**src/rtl/pnal_pkg.sv**
```systemverilog
`timescale 1ns / 1ps
// pnal_pkg: shared types and codes for the polyline nearest arc length core
// holds the controller/datapath command and status structs; no dependencies

package pnal_pkg;

	localparam logic [1:0] STATUS_OK    = 2'd0;
	localparam logic [1:0] STATUS_FULL  = 2'd1;
	localparam logic [1:0] STATUS_EMPTY = 2'd2;

	localparam int AlphaOne = 65536;
	localparam int RoundHalf = 32768;

	typedef enum logic [2:0] {
		MUL_NONE,
		MUL_SQ_CA,
		MUL_DE,
		MUL_DD,
		MUL_DA,
		MUL_PP,
		MUL_SEG
	} mul_op_t;

	typedef enum logic [1:0] {
		ADDR_IDX,
		ADDR_IDX1,
		ADDR_LAST,
		ADDR_ZERO
	} addr_sel_t;

	typedef struct packed {
		logic       capture;
		logic       restart_clr;
		logic       rd;
		addr_sel_t  addr;
		logic       lat_a;
		logic       lat_b;
		logic       acc_clr;
		logic       dist_clr;
		mul_op_t    mul;
		logic [1:0] k;
		logic       sq_init;
		logic       sq_step;
		logic       div_init;
		logic       div_step;
		logic       best_load;
		logic       s_init;
		logic       idx_clr;
		logic       idx_inc;
		logic       wr;
		logic       emit;
		logic       emit_arc;
		logic [1:0] code;
	} cmd_t;

	typedef struct packed {
		logic kind;
		logic cnt_zero;
		logic cnt_full;
		logic seg_last;
		logic div_need;
		logic dist_lt;
	} sts_t;

endpackage

```
**src/rtl/pnal_ctrl.sv**
```systemverilog
`timescale 1ns / 1ps
// pnal_ctrl: sequencer issuing datapath commands per request
// depends on pnal_pkg

module pnal_ctrl (
	input  logic          clk,
	input  logic          arst_n,
	input  logic          item_valid,
	output logic          item_ready,
	input  logic          result_ready,
	output logic          result_valid,
	input  pnal_pkg::sts_t sts,
	output pnal_pkg::cmd_t cmd
);

	typedef enum logic [4:0] {
		ST_IDLE, ST_DISP,
		ST_L_CHK, ST_L_LAT, ST_L_MUL, ST_L_WAIT, ST_L_SQI, ST_L_SQ, ST_L_WR,
		ST_Q_CHK, ST_Q_LAT, ST_Q_MUL, ST_Q_WAIT, ST_Q_BEST,
		ST_SEG_CHK, ST_S_RA, ST_S_RB, ST_S_DE, ST_S_DD, ST_S_WAIT,
		ST_S_DIVI, ST_S_DIV, ST_S_DA, ST_S_PP, ST_S_W2, ST_S_CMP,
		ST_EMIT
	} state_t;

	state_t     state_q;
	logic [1:0] k_q;
	logic [4:0] n_q;
	logic [1:0] code_q;
	logic       arc_q;
	logic       out_valid_q;
	logic       emit_ok;

	assign item_ready   = (state_q == ST_IDLE);
	assign result_valid = out_valid_q;
	assign emit_ok      = !out_valid_q || result_ready;

	always_comb begin
		cmd = '0;
		cmd.k = k_q;
		case (state_q)
			ST_IDLE: cmd.capture = item_valid;
			ST_DISP: cmd.restart_clr = !sts.kind;
			ST_L_CHK: begin
				if (!sts.cnt_full && sts.cnt_zero) begin
					cmd.wr = 1'b1;
				end else if (!sts.cnt_full) begin
					cmd.rd = 1'b1;
					cmd.addr = pnal_pkg::ADDR_LAST;
					cmd.acc_clr = 1'b1;
				end
			end
			ST_L_LAT: cmd.lat_a = 1'b1;
			ST_L_MUL: cmd.mul = pnal_pkg::MUL_SQ_CA;
			ST_L_SQI: cmd.sq_init = 1'b1;
			ST_L_SQ: cmd.sq_step = 1'b1;
			ST_L_WR: cmd.wr = 1'b1;
			ST_Q_CHK: begin
				if (!sts.cnt_zero) begin
					cmd.rd = 1'b1;
					cmd.addr = pnal_pkg::ADDR_ZERO;
					cmd.idx_clr = 1'b1;
					cmd.acc_clr = 1'b1;
					cmd.s_init = 1'b1;
				end
			end
			ST_Q_LAT: cmd.lat_a = 1'b1;
			ST_Q_MUL: cmd.mul = pnal_pkg::MUL_SQ_CA;
			ST_Q_BEST: cmd.best_load = 1'b1;
			ST_SEG_CHK: begin
				if (!sts.seg_last) begin
					cmd.rd = 1'b1;
					cmd.addr = pnal_pkg::ADDR_IDX;
					cmd.acc_clr = 1'b1;
				end
			end
			ST_S_RA: begin
				cmd.lat_a = 1'b1;
				cmd.rd = 1'b1;
				cmd.addr = pnal_pkg::ADDR_IDX1;
			end
			ST_S_RB: cmd.lat_b = 1'b1;
			ST_S_DE: cmd.mul = pnal_pkg::MUL_DE;
			ST_S_DD: cmd.mul = pnal_pkg::MUL_DD;
			ST_S_DIVI: begin
				cmd.div_init = 1'b1;
				cmd.dist_clr = 1'b1;
			end
			ST_S_DIV: cmd.div_step = sts.div_need;
			ST_S_DA: cmd.mul = pnal_pkg::MUL_DA;
			ST_S_PP: cmd.mul = pnal_pkg::MUL_PP;
			ST_S_CMP: begin
				cmd.idx_inc = 1'b1;
				if (sts.dist_lt) begin
					cmd.best_load = 1'b1;
					cmd.mul = pnal_pkg::MUL_SEG;
				end
			end
			ST_EMIT: begin
				cmd.emit = emit_ok;
				cmd.emit_arc = arc_q;
				cmd.code = code_q;
			end
			default: cmd = '0;
		endcase
	end

	always_ff @(posedge clk or negedge arst_n) begin
		if (!arst_n) begin
			state_q <= ST_IDLE;
			k_q <= '0;
			n_q <= '0;
			code_q <= pnal_pkg::STATUS_OK;
			arc_q <= 1'b0;
			out_valid_q <= 1'b0;
		end else begin
			if (cmd.emit) begin
				out_valid_q <= 1'b1;
			end else if (result_ready) begin
				out_valid_q <= 1'b0;
			end
			case (state_q)
				ST_IDLE: if (item_valid) state_q <= ST_DISP;
				ST_DISP: state_q <= sts.kind ? ST_Q_CHK : ST_L_CHK;
				ST_L_CHK: begin
					code_q <= sts.cnt_full ? pnal_pkg::STATUS_FULL : pnal_pkg::STATUS_OK;
					arc_q <= 1'b0;
					state_q <= (sts.cnt_full || sts.cnt_zero) ? ST_EMIT : ST_L_LAT;
				end
				ST_L_LAT: begin
					k_q <= '0;
					state_q <= ST_L_MUL;
				end
				ST_L_MUL: begin
					k_q <= (k_q == 2'd2) ? 2'd0 : k_q + 2'd1;
					if (k_q == 2'd2) state_q <= ST_L_WAIT;
				end
				ST_L_WAIT: state_q <= ST_L_SQI;
				ST_L_SQI: begin
					n_q <= '0;
					state_q <= ST_L_SQ;
				end
				ST_L_SQ: begin
					n_q <= n_q + 5'd1;
					if (n_q == 5'd31) state_q <= ST_L_WR;
				end
				ST_L_WR: state_q <= ST_EMIT;
				ST_Q_CHK: begin
					code_q <= sts.cnt_zero ? pnal_pkg::STATUS_EMPTY : pnal_pkg::STATUS_OK;
					arc_q <= !sts.cnt_zero;
					state_q <= sts.cnt_zero ? ST_EMIT : ST_Q_LAT;
				end
				ST_Q_LAT: begin
					k_q <= '0;
					state_q <= ST_Q_MUL;
				end
				ST_Q_MUL: begin
					k_q <= (k_q == 2'd2) ? 2'd0 : k_q + 2'd1;
					if (k_q == 2'd2) state_q <= ST_Q_WAIT;
				end
				ST_Q_WAIT: state_q <= ST_Q_BEST;
				ST_Q_BEST: state_q <= ST_SEG_CHK;
				ST_SEG_CHK: state_q <= sts.seg_last ? ST_EMIT : ST_S_RA;
				ST_S_RA: state_q <= ST_S_RB;
				ST_S_RB: begin
					k_q <= '0;
					state_q <= ST_S_DE;
				end
				ST_S_DE: begin
					k_q <= (k_q == 2'd2) ? 2'd0 : k_q + 2'd1;
					if (k_q == 2'd2) state_q <= ST_S_DD;
				end
				ST_S_DD: begin
					k_q <= (k_q == 2'd2) ? 2'd0 : k_q + 2'd1;
					if (k_q == 2'd2) state_q <= ST_S_WAIT;
				end
				ST_S_WAIT: state_q <= ST_S_DIVI;
				ST_S_DIVI: begin
					n_q <= '0;
					state_q <= ST_S_DIV;
				end
				ST_S_DIV: begin
					n_q <= n_q + 5'd1;
					if (!sts.div_need || n_q == 5'd15) state_q <= ST_S_DA;
				end
				ST_S_DA: begin
					k_q <= (k_q == 2'd2) ? 2'd0 : k_q + 2'd1;
					if (k_q == 2'd2) state_q <= ST_S_PP;
				end
				ST_S_PP: begin
					k_q <= (k_q == 2'd2) ? 2'd0 : k_q + 2'd1;
					if (k_q == 2'd2) state_q <= ST_S_W2;
				end
				ST_S_W2: state_q <= ST_S_CMP;
				ST_S_CMP: state_q <= ST_SEG_CHK;
				ST_EMIT: if (emit_ok) state_q <= ST_IDLE;
				default: state_q <= ST_IDLE;
			endcase
		end
	end

endmodule

```
**config.mk**
```make
export PLATFORM = sky130hd
export DESIGN_NAME = pnal_ctrl
export DESIGN_NICKNAME = d
export VERILOG_FILES = /design/src/rtl/pnal_pkg.sv /design/src/rtl/pnal_ctrl.sv
export SDC_FILE = /design/constraint.sdc
export NUM_CORES = 1
export LEC_CHECK = 0
export BUFFER_PORTS_ARGS = -buffer_cell sky130_fd_sc_hd__buf_2
export CORE_UTILIZATION = 43
export DETAILED_ROUTE_END_ITERATION = 8
export GPL_TIMING_DRIVEN = 1
export HOLD_SLACK_MARGIN = 0.12
export PLACE_DENSITY_LB_ADDON = 0.05
export SLEW_MARGIN = 20
export SYNTH_ARGS = -nofsm -noshare
export SYNTH_HDL_FRONTEND = slang
export SYNTH_SLANG_ARGS = --single-unit
```
**constraint.sdc**
```tcl
create_clock -name clk -period 2 [get_ports clk]
set_clock_uncertainty 0.05 [all_clocks]
set_input_delay 0.1 -clock clk [delete_from_list [all_inputs] [get_ports clk]]
set_output_delay 0.1 -clock clk [all_outputs]
set_load 0.05 [all_outputs]
```
==> summary.md <==
| Metric | Value |
|---|---|
| CTS max path bufs | `2` |
| Dpl cell area | `just over 0.002 sq mm` |
| R2r startpoint | `state_q[1]$_DFFE_PN0P_` |
| Crit. End Element | `output pin` |
| Nets | `285` |
| Clock Latency Late Sink | `between 0.2 and 0.3 ns` |
| DRT Pass-1 Iters | `4` |
| H-tree Lvls | `1` |
| Post-synthesis compound-gate area fraction | `24.4%` |
| Worst Setup SP | `state_q[1]$_DFFE_PN0P_` |
| MaxCap Viol Count | `0` |
| Xor and xnor fraction of the mapped netlist area | `approximately 2.2%` |
| Post-synth top area share | `24.9%` |
| Worst Setup EP | `cmd[13]` |
| Critical Path AT | `1.82 ns` |
| Initial antenna violation count | `0` |
| Overall global routing resource usage | `24.1%` |
| Required time worst endpoint | `between 1.5 and 2 ns` |
| Top Layer Used | `met4` |
| Via count | `1773` |
| Final Hold Slack | `0.133 ns` |
| Met1 WL | `2120 um` |
| First-pass GRT wire length | `about 7600 um` |
| Die Y | `63.1 um` |
| Sw Pwr | `~2300 uW` |
| Crit path largest cell delay | `0.46 ns` |
| Width of the die | `around 63 um` |
| Clock network fraction of design power | `6.6%` |
| Post-synthesis average cell area | `7.68 sq um` |
| Cell taking the most area after synthesis | `dfrtp_1` |
| Synth Cell Area | `0.00161 sq mm` |
| WL per Instance | `about 15 um` |
| Critical path startpoint category | `register` |
| Max_slew headroom | `69.1%` |
| Final min period | `1.97 ns` |
| Detail Route Antenna Nets | `0` |
| Yosys reg bits | `16` |
| Grt total ovfl | `0` |
| DP Cell Count | `between 200 and 300` |
| # fillers | `321` |
| Final Util | `65.8%` |
| Clock-pin transition on the worst setup and hold timing paths | `about 0.06 ns` |
| Final hold violation count | `0` |
| Most common cell after layout, fill and taps aside | `buf_4` |
| Main combinational cell family by area after synthesis | `simple AND/OR/NAND/NOR gates` |
| Worst-path cell chain | `buf_4 > nor2b_2 > buf_4 > nand2_1 > o31ai_1 > a22o_1 > nor2_1 > buf_4` |
| Final setup fails | `0` |
| Final WL | `4850 um` |
| Most frequent CP cell | `buf_4` |
| Cts bufs inserted | `3` |
| Async set-reset flop share out of synthesis | `100%` |
| Final period util | `98.7%` |
| Number of max-slew violations in the final report | `0` |
| Core Area | `0.00347 sq mm` |
| Clock tree sinks | `16` |
| Int Pwr | `2120 uW` |
| Worst reg2reg endpoint | `state_q[1]$_DFFE_PN0P_` |
| R2R cell count | `6` |
| Register share of total power | `between 15 and 20%` |
| Register area share after synthesis | `24.9%` |
| Post-synth EDFFs | `0` |
| Setup ws final | `0.0270 ns` |
| Ys flop type | `dfrtp_1` |
| Least-Margin Pin Slew | `0.461 ns` |
| Met2 Wirelength | `2390 um` |
| Crit path max fanout | `7` |
| Synth warn | `0` |
| Tightest Hold Check Type | `in2reg` |
| Setup CP Type | `reg2out` |
| I/O Pins | `39` |
| Fmax | `507 MHz` |
| Distinct cell type count after synthesis | `49` |
| Area Overhead vs Synth | `42.2%` |
| Core Rows | `21` |
| WL met3 | `306 um` |
| Static Leak | `0.00107 uW` |
| Layout cells sized above 1 | `45.4%` |
| Most frequent cells in the layout | `buf_4 (42), buf_2 (28), nand2_1 (25)` |
| Final GP Congestion | `0.779` |
| Final Cell Area | `0.00228 sq mm` |
| Combinational fraction of design power | `78.0%` |
| Largest net degree at the start of global routing | `27` |
| Status | `finished clean` |
| Pre-CTS setup slack | `-0.0740 ns` |
| Setup slack, reg-to-reg | `0.04 ns` |
| Vias in the first global route | `1588` |
| Port bufs | `38` |
| Vias per cell | `5.59` |
| DRC errors left | `0` |
| CTS root buf | `clkbuf_8` |
| Synthesized instance count | `209` |
| Dpl hpwl | `3380 um` |
| Switch share | `51.7%` |
| Simple-Gate Fraction of Synth Area | `roughly a third` |
| Unrepaired setup endpoints after global routing | `true` |
| CTS tree | `built` |
| Post-Synth Adder-Cell Area | `under 10%` |
| Initial core utilization | `~46%` |
| Pwr/cell area | `1920 mW/mm^2` |
| Area contributors post-synth | `dfrtp_1 (25%), nand2_1 (5.8%), o21ai_0 (5.0%)` |
| 1st-iter DRT viols | `111` |
| Syn_nets | `roughly 220` |
| Full die area | `0.00398 sq mm` |
| VDD IR max | `0.000800 V` |
| Mux share of post-synthesis cell area | `between 5 and 6%` |
| Finished Layout Cells | `317` |
| ANT cells | `0` |
| CP max-delay cell | `dfrtp_2` |
## registers in the layout (all words and copies together), names as in the netlist
| signal | flops |
|---|---|
| arc_q | 1 |
| code_q | 2 |
| k_q | 2 |
| n_q | 5 |
| result_valid | 1 |
| state_q | 5 |
## synth_stat cells, types with 2 or more instances
master and n:
and3_1 5, o311a_1 2, mux2_4 4, a31oi_1 2
inv_1 6, nand2b_1 10, xor2_1 3, buf_6 4
dfrtp_1 16, a21o_1 2, nand3_1 3, ha_1 3
inv_2 2, a211oi_1 5, nor3_1 13, o31ai_1 2
o22ai_1 4, buf_4 3, a21oi_1 7, and2_1 3
clkbuf_1 3, nor4_1 2, buf_2 9, nand2_1 25
a22o_1 5, nor2b_1 10, nor2_1 19, o21ai_0 16
## power by group through the flow
stage,clock network (uW),logic (uW),registers [uW]
2_1_floorplan,0,2370,585
3_3_place_gp,0,2990,685
3_5_place_dp,0,3040,693
4_1_cts,299,3140,685
5_1_grt,312,3660,695
6_report,291,3430,676
## worst min-delay path by stage
stage | startpoint | to | cells past startpoint
after floorplan | arst_n | arc_q$_DFFE_PN0P_ | 0
after global placement | arst_n | k_q[0]$_DFFE_PN0P_ | 1
after detailed placement | arst_n | k_q[1]$_DFFE_PN0P_ | 1
after CTS | sts[4] | code_q[1]$_DFFE_PN0P_ | 2
after global routing | sts[4] | code_q[1]$_DFFE_PN0P_ | 2
final | sts[4] | code_q[1]$_DFFE_PN0P_ | 2
## metrics by stage
stage	power, uW	TNS, ns
6_report	4400	0
5_1_grt	4670	-0.0668
4_1_cts	4120	-0.000186
3_5_place_dp	3730	-0.284
3_3_place_gp	3670	0
2_1_floorplan	2960	-0.847
## layout make-up
type                    count  area (sq um)  share of cell area [%]
inverters                   8          30.0                    1.32
repair buffers             77           539                    23.6
multi-input cells         166          1190                    52.3
clock buffers               4          55.1                    2.41
flip-flops and latches     16           407                    17.8
well taps                  46          57.6                    2.52
## kinds of logic after synthesis
group | count (synthesis)
simple gates | 98
flops | 16
mux | 6
fa+ha+maj | 3
buf+inv | 27
xor+xnor | 4
compound gates | 55
## routing by layer
layer	GRT usage, %	up-vias
met2	41.7	68
met3	4.35	6
met1	31.7	832
li1	-	867
met4	3.20	0
met5	0	-
## worst max-delay path: cells and delay by family, from the launching register on
kind                   cells  cell delay, ns
and+or+nand+nor            3            0.33
AOI/OAI and AO/OA          2            0.29
buffers and inverters      3            0.50
DFF                        1            0.46
## timing repair
action	4_1_cts	5_1_grt
hold buffers	2	0
pin swaps	2	4
buffers inserted	2	11
endpoints found under the hold margin	17	0
endpoints found under the setup margin	19	16
gates resized for setup	16	16
Note: power is estimated with default switching activity, not from simulation.
